### config.mk
export PLATFORM = sky130hd
export DESIGN_NAME = modular_square_root_cipolla_core
export DESIGN_NICKNAME = d
export VERILOG_FILES = /design/src/hdl/cipolla_pkg.sv /design/src/hdl/modular_square_root_cipolla_core.sv /design/src/hdl/cipolla_mulmod.sv
export SDC_FILE = /design/constraint.sdc
export NUM_CORES = 2
export LEC_CHECK = 0
export BUFFER_PORTS_ARGS = -buffer_cell sky130_fd_sc_hd__clkbuf_2
export CAP_MARGIN = 10
export CORE_UTILIZATION = 25
export DETAILED_ROUTE_END_ITERATION = 7
export GPL_ROUTABILITY_DRIVEN = 0
export REMOVE_ABC_BUFFERS = 1
export SLEW_MARGIN = 15
export SYNTH_ARGS = -nofsm -noshare
export SYNTH_HDL_FRONTEND = slang
export SYNTH_SLANG_ARGS = --single-unit
### constraint.sdc
create_clock -name clk -period 11.2 [get_ports clk]
set_clock_uncertainty 0.15 [all_clocks]
set_input_delay 0.56 -clock clk [delete_from_list [all_inputs] [get_ports clk]]
set_output_delay 0.56 -clock clk [all_outputs]
set_load 0.02 [all_outputs]
### src/hdl/cipolla_pkg.sv
package cipolla_pkg;

  localparam int SEARCH_LIMIT = 256;

  localparam logic [0:0] REG_PRIME_MODULUS = 1'b0;

  typedef enum logic [4:0] {
    ST_IDLE,
    ST_RED,
    ST_EPOW_INIT,
    ST_EPOW_MUL,
    ST_EPOW_SQR,
    ST_EPOW_CHK,
    ST_SRCH_INIT,
    ST_SRCH_SQ,
    ST_SRCH_POW_MUL,
    ST_SRCH_POW_SQR,
    ST_SRCH_CHK,
    ST_XP_INIT,
    ST_XP_M1,
    ST_XP_M2,
    ST_XP_M3,
    ST_XP_M4,
    ST_XP_M5,
    ST_XP_FIN,
    ST_FINAL,
    ST_OUT
  } state_t;

  typedef struct packed {
    logic start;
  } mul_ctl_t;

endpackage

### src/hdl/modular_square_root_cipolla_core.sv
// Modular square root core, Cipolla's method.
// Input channel s_axis_*: tdata carries value_in. Output channel m_axis_*:
// tdata carries status, root_low, root_high, roots_equal.
// Configuration over APB: prime_modulus at address 0, to be written only while idle.
// One item at a time: s_axis_tready is high only when the core is idle
// and no result is waiting. Every modular multiply runs on one shared
// shift-and-add unit. The search for a quadratic non-residue tries at
// most 256 candidates, and reduction of the input is done by restoring
// subtraction. The result is held in an output register until
// m_axis_tready; the core stays busy meanwhile. Reset returns to idle,
// drops any item in flight and sets the modulus to 1000000007.
module modular_square_root_cipolla_core #(
  parameter int MODULUS_BITS = 31
) (
  input  logic        clk,
  input  logic        rst,
  input  logic        psel,
  input  logic        penable,
  input  logic        pwrite,
  input  logic [0:0]  paddr,
  input  logic [31:0] pwdata,
  output logic [31:0] prdata,
  output logic        pready,
  input  logic        s_axis_tvalid,
  output logic        s_axis_tready,
  input  logic [31:0] s_axis_tdata,   // value_in[30:0]
  output logic        m_axis_tvalid,
  input  logic        m_axis_tready,
  output logic [63:0] m_axis_tdata    // status, root_low, root_high, roots_equal
);

  localparam int W  = MODULUS_BITS;
  localparam int SW = 9;
  localparam logic [W-1:0] ONE = W'(1);

  typedef cipolla_pkg::state_t st_t;

  st_t state;

  logic [30:0]   modulus;
  logic [W-1:0]  p;
  logic [W-1:0]  a, t, c;
  logic [W:0]    rem;
  logic [W-1:0]  vin;
  logic [5:0]    bcnt;
  logic [W-1:0]  ex;
  logic [W-1:0]  pb, pacc;
  logic [W-1:0]  ar, ai, br, bi, tmp1, tmp2;
  logic [SW-1:0] k;
  logic [W-1:0]  mx, my;
  logic [W-1:0]  prod;
  logic          mdone;
  cipolla_pkg::mul_ctl_t mctl;
  logic          issue;
  logic          o_status, o_eq;
  logic [W-1:0]  o_lo, o_hi;
  logic          phase;
  logic [W-1:0]  half_m1, half_p1;
  logic [W:0]    sum;
  logic [W-1:0]  pm_x, x_lo, x_hi;
  logic [W-1:0]  one_m;

  assign p       = W'(modulus);
  assign pready  = 1'b1;
  assign prdata  = {1'b0, modulus};
  assign half_m1 = (p - ONE) >> 1;
  assign half_p1 = W'(({1'b0, p} + 1'b1) >> 1);
  assign one_m   = (p == ONE) ? '0 : ONE;

  always_ff @(posedge clk) begin
    if (rst) begin
      modulus <= 31'd1000000007;
    end else if (psel && penable && pwrite && paddr == cipolla_pkg::REG_PRIME_MODULUS) begin
      modulus <= 31'(pwdata[W-1:0]);
    end
  end

  assign mctl.start = issue;

  cipolla_mulmod #(.W(W)) u_mul (
    .clk(clk), .rst(rst), .ctl_in(mctl), .x(mx), .y(my), .m(p),
    .prod(prod), .done(mdone)
  );

  assign s_axis_tready = (state == cipolla_pkg::ST_IDLE) && !m_axis_tvalid;
  assign sum = {1'b0, tmp1} + {1'b0, prod};
  assign pm_x = (ar == '0) ? '0 : p - ar;
  assign x_lo = (ar < pm_x) ? ar : pm_x;
  assign x_hi = (ar < pm_x) ? pm_x : ar;

  always_comb begin
    issue = 1'b0;
    mx = '0;
    my = '0;
    unique case (state)
      cipolla_pkg::ST_IDLE: ;
      cipolla_pkg::ST_RED: ;
      cipolla_pkg::ST_EPOW_INIT, cipolla_pkg::ST_SRCH_INIT, cipolla_pkg::ST_XP_INIT,
      cipolla_pkg::ST_XP_FIN, cipolla_pkg::ST_FINAL, cipolla_pkg::ST_OUT: ;
      cipolla_pkg::ST_EPOW_MUL, cipolla_pkg::ST_SRCH_POW_MUL: begin
        mx = pacc; my = pb; issue = !phase && ex[0];
      end
      cipolla_pkg::ST_EPOW_SQR, cipolla_pkg::ST_SRCH_POW_SQR: begin
        mx = pb; my = pb; issue = !phase;
      end
      cipolla_pkg::ST_SRCH_SQ: begin mx = t; my = t; issue = !phase; end
      cipolla_pkg::ST_EPOW_CHK, cipolla_pkg::ST_SRCH_CHK: ;
      cipolla_pkg::ST_XP_M1: begin
        mx = ex[0] ? ar : br; my = ex[0] ? br : br; issue = !phase;
      end
      cipolla_pkg::ST_XP_M2: begin
        mx = ex[0] ? ai : bi; my = ex[0] ? bi : bi; issue = !phase;
      end
      cipolla_pkg::ST_XP_M3: begin mx = tmp2; my = c; issue = !phase; end
      cipolla_pkg::ST_XP_M4: begin
        mx = ex[0] ? ar : br; my = bi; issue = !phase;
      end
      cipolla_pkg::ST_XP_M5: begin
        mx = ex[0] ? ai : bi; my = br; issue = !phase;
      end
      default: ;
    endcase
  end

  always_ff @(posedge clk) begin
    if (rst) begin
      state <= cipolla_pkg::ST_IDLE;
      m_axis_tvalid <= 1'b0;
      phase <= 1'b0;
    end else begin
      if (m_axis_tvalid && m_axis_tready) m_axis_tvalid <= 1'b0;
      if (issue) phase <= 1'b1;
      if (mdone) phase <= 1'b0;
      unique case (state)
        cipolla_pkg::ST_IDLE: begin
          if (s_axis_tvalid && s_axis_tready) begin
            vin  <= s_axis_tdata[W-1:0];
            rem  <= '0;
            bcnt <= 6'(W);
            o_status <= 1'b1; o_lo <= '0; o_hi <= '0; o_eq <= 1'b0;
            state <= (p == '0) ? cipolla_pkg::ST_OUT : cipolla_pkg::ST_RED;
          end
        end
        cipolla_pkg::ST_RED: begin
          if (bcnt != '0) begin
            if ({rem[W-1:0], vin[W-1]} >= {1'b0, p})
              rem <= {rem[W-1:0], vin[W-1]} - {1'b0, p};
            else
              rem <= {rem[W-1:0], vin[W-1]};
            vin  <= vin << 1;
            bcnt <= bcnt - 1'b1;
          end else begin
            a <= rem[W-1:0];
            if (rem[W-1:0] == '0) begin
              o_status <= 1'b0; o_eq <= 1'b1;
              state <= cipolla_pkg::ST_OUT;
            end else begin
              state <= cipolla_pkg::ST_EPOW_INIT;
            end
          end
        end
        cipolla_pkg::ST_EPOW_INIT: begin
          pacc <= one_m; pb <= a; ex <= half_m1;
          state <= (half_m1 == '0) ? cipolla_pkg::ST_EPOW_CHK : cipolla_pkg::ST_EPOW_MUL;
        end
        cipolla_pkg::ST_EPOW_MUL: begin
          if (!ex[0]) state <= cipolla_pkg::ST_EPOW_SQR;
          else if (mdone) begin pacc <= prod; state <= cipolla_pkg::ST_EPOW_SQR; end
        end
        cipolla_pkg::ST_EPOW_SQR: begin
          if (mdone) begin
            pb <= prod; ex <= ex >> 1;
            state <= (ex[W-1:1] == '0) ? cipolla_pkg::ST_EPOW_CHK
                                       : cipolla_pkg::ST_EPOW_MUL;
          end
        end
        cipolla_pkg::ST_EPOW_CHK: begin
          if (pacc != one_m || p == ONE) state <= cipolla_pkg::ST_OUT;
          else begin k <= SW'(1); t <= ONE; state <= cipolla_pkg::ST_SRCH_INIT; end
        end
        cipolla_pkg::ST_SRCH_INIT: state <= cipolla_pkg::ST_SRCH_SQ;
        cipolla_pkg::ST_SRCH_SQ: begin
          if (mdone) begin
            c <= (prod >= a) ? prod - a : W'({1'b0, prod} + {1'b0, p} - {1'b0, a});
            pacc <= one_m;
            pb <= (prod >= a) ? prod - a : W'({1'b0, prod} + {1'b0, p} - {1'b0, a});
            ex <= half_m1;
            state <= (half_m1 == '0) ? cipolla_pkg::ST_SRCH_CHK
                                     : cipolla_pkg::ST_SRCH_POW_MUL;
          end
        end
        cipolla_pkg::ST_SRCH_POW_MUL: begin
          if (!ex[0]) state <= cipolla_pkg::ST_SRCH_POW_SQR;
          else if (mdone) begin pacc <= prod; state <= cipolla_pkg::ST_SRCH_POW_SQR; end
        end
        cipolla_pkg::ST_SRCH_POW_SQR: begin
          if (mdone) begin
            pb <= prod; ex <= ex >> 1;
            state <= (ex[W-1:1] == '0) ? cipolla_pkg::ST_SRCH_CHK
                                       : cipolla_pkg::ST_SRCH_POW_MUL;
          end
        end
        cipolla_pkg::ST_SRCH_CHK: begin
          if (pacc == p - ONE) state <= cipolla_pkg::ST_XP_INIT;
          else if ({{(32-SW){1'b0}}, k} >= 32'(p) || k == SW'(cipolla_pkg::SEARCH_LIMIT))
            state <= cipolla_pkg::ST_OUT;
          else begin
            k <= k + 1'b1;
            t <= (t + ONE == p) ? '0 : t + ONE;
            state <= cipolla_pkg::ST_SRCH_SQ;
          end
        end
        cipolla_pkg::ST_XP_INIT: begin
          ar <= one_m; ai <= '0; br <= t; bi <= one_m; ex <= half_p1;
          state <= cipolla_pkg::ST_XP_M1;
        end
        cipolla_pkg::ST_XP_M1: if (mdone) begin tmp1 <= prod; state <= cipolla_pkg::ST_XP_M2; end
        cipolla_pkg::ST_XP_M2: if (mdone) begin tmp2 <= prod; state <= cipolla_pkg::ST_XP_M3; end
        cipolla_pkg::ST_XP_M3: begin
          // new real part waits in tmp2 until the imaginary part is done
          if (mdone) begin
            tmp2 <= (sum >= {1'b0, p}) ? W'(sum - {1'b0, p}) : sum[W-1:0];
            state <= cipolla_pkg::ST_XP_M4;
          end
        end
        cipolla_pkg::ST_XP_M4: begin
          if (mdone) begin tmp1 <= prod; state <= cipolla_pkg::ST_XP_M5; end
        end
        cipolla_pkg::ST_XP_M5: begin
          if (mdone) begin
            if (ex[0]) begin
              ai <= (sum >= {1'b0, p}) ? W'(sum - {1'b0, p}) : sum[W-1:0];
              ar <= tmp2;
            end else begin
              bi <= (sum >= {1'b0, p}) ? W'(sum - {1'b0, p}) : sum[W-1:0];
              br <= tmp2;
            end
            state <= cipolla_pkg::ST_XP_FIN;
          end
        end
        cipolla_pkg::ST_XP_FIN: begin
          if (ex[0]) ex[0] <= 1'b0;
          else ex <= ex >> 1;
          state <= (ex[0] || ex[W-1:1] != '0) ? cipolla_pkg::ST_XP_M1
                                              : cipolla_pkg::ST_FINAL;
        end
        cipolla_pkg::ST_FINAL: begin
          o_status <= 1'b0; o_lo <= x_lo; o_hi <= x_hi; o_eq <= (x_lo == x_hi);
          state <= cipolla_pkg::ST_OUT;
        end
        cipolla_pkg::ST_OUT: begin
          m_axis_tvalid <= 1'b1;
          state <= cipolla_pkg::ST_IDLE;
        end
        default: state <= cipolla_pkg::ST_IDLE;
      endcase
    end
  end

  assign m_axis_tdata = {o_eq, 31'(o_hi), 31'(o_lo), o_status};

  a_ready_idle: assert property (@(posedge clk) disable iff (rst)
    s_axis_tready |-> !m_axis_tvalid) else $error("ready with result pending");
  a_out_hold: assert property (@(posedge clk) disable iff (rst)
    m_axis_tvalid && !m_axis_tready |=> m_axis_tvalid && $stable(m_axis_tdata))
    else $error("result dropped");
  a_nores_zero: assert property (@(posedge clk) disable iff (rst)
    m_axis_tvalid && m_axis_tdata[0] |-> m_axis_tdata[62:1] == '0)
    else $error("no-root item carries roots");

endmodule

### src/hdl/cipolla_mulmod.sv
module cipolla_mulmod #(
  parameter int W = 31
) (
  input  logic                 clk,
  input  logic                 rst,
  input  cipolla_pkg::mul_ctl_t ctl_in,
  input  logic [W-1:0]         x,
  input  logic [W-1:0]         y,
  input  logic [W-1:0]         m,
  output logic [W-1:0]         prod,
  output logic                 done
);

  localparam int CW = $clog2(W + 1);

  logic [W:0]    acc;
  logic [W-1:0]  xr;
  logic [W-1:0]  yr;
  logic [CW-1:0] cnt;
  logic          run;
  logic [W+1:0]  dbl;
  logic [W+1:0]  dbl_r;
  logic [W+1:0]  add;
  logic [W+1:0]  add_r;

  always_comb begin
    dbl   = {1'b0, acc} << 1;
    dbl_r = (dbl >= {2'b00, m}) ? dbl - {2'b00, m} : dbl;
    add   = dbl_r + (yr[W-1] ? {2'b00, xr} : '0);
    add_r = (add >= {2'b00, m}) ? add - {2'b00, m} : add;
  end

  always_ff @(posedge clk) begin
    if (rst) begin
      run  <= 1'b0;
      done <= 1'b0;
      cnt  <= '0;
    end else begin
      done <= 1'b0;
      if (ctl_in.start) begin
        run <= 1'b1;
        cnt <= CW'(W);
        acc <= '0;
        xr  <= x;
        yr  <= y;
      end else if (run) begin
        acc <= add_r[W:0];
        yr  <= yr << 1;
        cnt <= cnt - 1'b1;
        if (cnt == CW'(1)) begin
          run  <= 1'b0;
          done <= 1'b1;
        end
      end
    end
  end

  assign prod = acc[W-1:0];

endmodule

==> results.md <==
- The flow ran to the end, and the final reports show no timing, DRC or antenna violations.
- The biggest area contributor in the post-synthesis netlist is edfxtp_1.
- The share of the synthesized area in compound gates (AO/OA/AOI/OAI) is 19.0%.
- In the synthesized netlist the dominant register cell turns out to be edfxtp_1.
- After detailed routing, the number of vias per cell comes to 5.35.
- Headroom to the max-slew limit came out at 15.3%.
- The die boundary height is 442 microns.
- The worst min-delay path class is in -> reg.
- The data required time at the worst endpoint is 11.53 ns.
- The CTS tree is done.
- The smallest clock period supported by the final layout is computed as 10.07 ns.
- The fraction of synthesized cell area taken by the top area cell type is 37.6%.
- The final setup violation count is 0.
- Yosys printed 0 warnings.
- The final non-filler cell total is 8,034.
- In this run the static leakage power is 22.5 nW.
- The library cell contributing the largest single delay on the critical path is a31oi_4.
- Dividing the detail-routed wire length by the instance count gives 22.2 microns.
- The number of cell rows is 161.
- The final count of pins violating max slew is 0.
- The gate count of the mapped netlist is 5,263.
- The netlist area before placement is 0.0485 sq mm.
- The average instance in the mapped netlist occupies 9.21 sq um.
- The final sum of negative setup slack is 0 ns.
- The critical path is of the reg -> reg type.
- The area growth from synthesis to layout is 15.2%.
- The register with the most flip-flops in the layout has 32 of them.
- Counting along the longest clock path gives a buffer depth of 3.
- Entering global routing, the biggest net connects 78 pins.
- Once detail routing completed, the nets flagged for antenna violations numbered 0.
- The number of vias after detailed routing is 43,000.
- The root buffer selected by CTS is clkbuf_16.
- The async set-or-reset flop fraction in the synthesized netlist is 0%.
- Summing the areas of all and, or, nand and nor instances in the mapped netlist gives 17.1% of the synthesized area.
- Summing the areas of all xor and xnor instances in the mapped netlist gives 6.91% of the synthesized area.
- The worst voltage drop across the vdd grid is 0.114 mV.
- The worst-skew pair later-pin latency is 0.72 ns.
- The portion of synthesized area spent on multiplexers is 3.09%.
- The layout has 20,100 filler cells.
- The wire-length estimate of the detail-placed layout is 134,000 microns.
- The count of pins on the block boundary is 171.
- Once layout is done, the placed cells without fillers occupy 0.0558 sq mm.
- The number of max-capacitance violations reported is 0.
- After detailed placement, the total cell area comes to 0.0526 sq mm.
- Leaving out fill and tap cells, the most frequent cell in the layout is edfxtp_1.
- The detailed-route wire length is 178,000 microns.
- The initial antenna violation count is 5.
- The via count of the first global-routing pass is 41,700.
- The remaining routing DRC violations is 0.
- The worst setup path is launched from a flip-flop.
- The number of failing hold endpoints at the final stage came to 0.
- Global routing used 17.6% of the available tracks across all layers.
- The first global-routing pass estimated 263,000 microns of wire.
- After layout, the worst path uses 89.9% of the clock period.
- The maximum fanout encountered on the critical timing path is 39.
- The category of the worst setup path capture point is a flip-flop.
- Synthesis instantiated 87 different standard cells from the library.
- The number of enable flip-flop cells after synthesis is 607.
- The number of cells after detailed placement is 7,826.
- The critical path arrival is 10.39 ns.
- The largest family of logic cells by synthesized area is compound AO/OA/AOI/OAI gates.
- The worst stage delay on the critical path is 0.79 ns.
- The residual overflow from global routing is 0.
- The die outline area is 0.196 sq mm.
- Timing would allow up to 99.3 MHz.
- The net count of the finished layout is 5,882.
- The first TritonRoute pass finished after 6 iterations.
- In the layout the commonest cells are edfxtp_1, nand2_1, nor2_1, a21oi_1, ha_1.
- The hold buffer count at cts is 55.
- The die is 442 microns wide.
- The starting density of the core is 25.2%.
- The transition time at the pin with the least slew margin is 1.26 ns.
- Of the cells placed in the final design, the portion with a size suffix greater than 1 is 9.34%.
- Among the stages of the critical path, the cell type that occurs most often is a21oi_1.
- The number of sinks driven by the clock tree is 652.
- The share of synthesized cell area in full adder, half adder and majority cells is 10.2%.
- The post-synthesis register bit count is 652.
- Clock-pin slew was measured on the worst setup and hold paths at 0.06 ns.
- Setup repair after global routing left no endpoint under its margin.
- The register with the most flip-flops is u_mul.acc.
- Dividing total power by cell area gives a power density of 155 mW/mm^2.
- Sequential cells were found to cover 39.5% of the synthesized design area.
- After floorplanning, the core was sized to cover 0.193 sq mm.
- The number of CTS-inserted buffers is 80.
- Yosys attributes the largest share of cell area to edfxtp_1, ha_1, xnor2_1.
- Buffers added to address setup during post-CTS repair amount to 0.
- The quantity of I/O buffers inserted on ports is 166.
- Hold is met by 0.0292 ns.
- Once the clock tree was built, the resizer swapped 0 gates to a different size.
- The H-tree depth reported by CTS is 3.
- The detailed router finished its first iteration with 5,417 violations.
[worst max-delay path: cells and delay by family (launching register included)]
family,cells,cell delay (ns)
AO/OA/AOI/OAI,15,5.10
multiplexers,1,0.43
adder cells (fa/ha/maj),3,1.00
AND/OR/NAND/NOR,8,1.93
buffers and inverters,2,0.35
flip-flops,1,0.64
XOR/XNOR,1,0.20
[routing by layer]
metal  global-route usage [%]  share of wire [%]  vias to the layer above
met1                     22.7                 41                    20600
met4                     8.36                4.9                        4
met3                     4.11                 11                      356
li1                         -                  -                    19700
met2                     27.8                 44                     2271
met5                        0              0.019                        -
[power by group]
group	internal (mW)	switching, mW	leakage (nW)	total [mW]
Combinational	1.07	1.78	15.1	2.85
Clock	1.52	1.17	1.30	2.68
Sequential	2.96	0.159	6.02	3.12
[synth_stat cells (all sizes together) (13+ instances only)]
library cell,n
mux2i,125
nand2,569
buf,44
clkbuf,205
nor3,90
a211oi,45
nand3,154
a221oi,70
fa,38
xor2,127
or3,20
and2,57
or2,13
xnor2,245
o21a,51
o21bai,40
nand4,71
o221ai,18
a221o,15
o211ai,22
a31oi,39
a21o,185
edfxtp,607
a22o,18
a21oi,406
nor2,482
a211o,24
and3,81
o31ai,25
inv,279
dfxtp,45
nor4,90
nand2b,52
ha,335
nor2b,37
a21boi,15
o21ai,281
mux2,22
a22oi,61
[per-stage QoR]
| stage | power, mW | setup slack [ns] | util (%) |
|---|---|---|---|
| floorplan | 5.12 | 0.0350 | - |
| global placement | 5.89 | 1.37 | 27.3 |
| detailed placement | 5.94 | 1.32 | 27.3 |
| CTS | 8.66 | 1.24 | 29.0 |
| global route | 9.07 | 0.461 | 29.0 |
| finish | 8.65 | 1.13 | 29.0 |
[worst paths after layout]
path	start	endpoint	slack (ns)	cells after the start
setup / recovery	modulus[24]$_SDFFE_PP1P_	u_mul.acc[10]$_SDFFCE_PP0P_	1.13	30
hold / removal	pwdata[19]	modulus[19]$_SDFFE_PP1P_	0.03	2
setup reg to reg	modulus[24]$_SDFFE_PP1P_	u_mul.acc[10]$_SDFFCE_PP0P_	1.13	30
hold reg to reg	phase$_SDFFE_PP0P_	phase$_SDFFE_PP0P_	0.33	2
[area by class of cell]
type | count | area [sq um] | area share [%]
antenna | 7 | 17.5 | 0.0314
inverter | 281 | 1050 | 1.89
sequential | 652 | 19100 | 34.3
tap | 2526 | 3160 | 5.66
clock inverter | 51 | 564 | 1.01
clock buffer | 95 | 2100 | 3.76
multi-input combinational | 4081 | 27500 | 49.3
timing repair buffer | 341 | 2280 | 4.09
[logic make-up after synthesis]
family                   Yosys count
AND/OR/NAND/NOR                 1771
AO/OA/AOI/OAI                   1412
flip-flops                       652
buffers and inverters            530
XOR/XNOR                         376
adder cells (fa/ha/maj)          373
multiplexers                     147
other                              2
(Power assumes the default switching activity.)
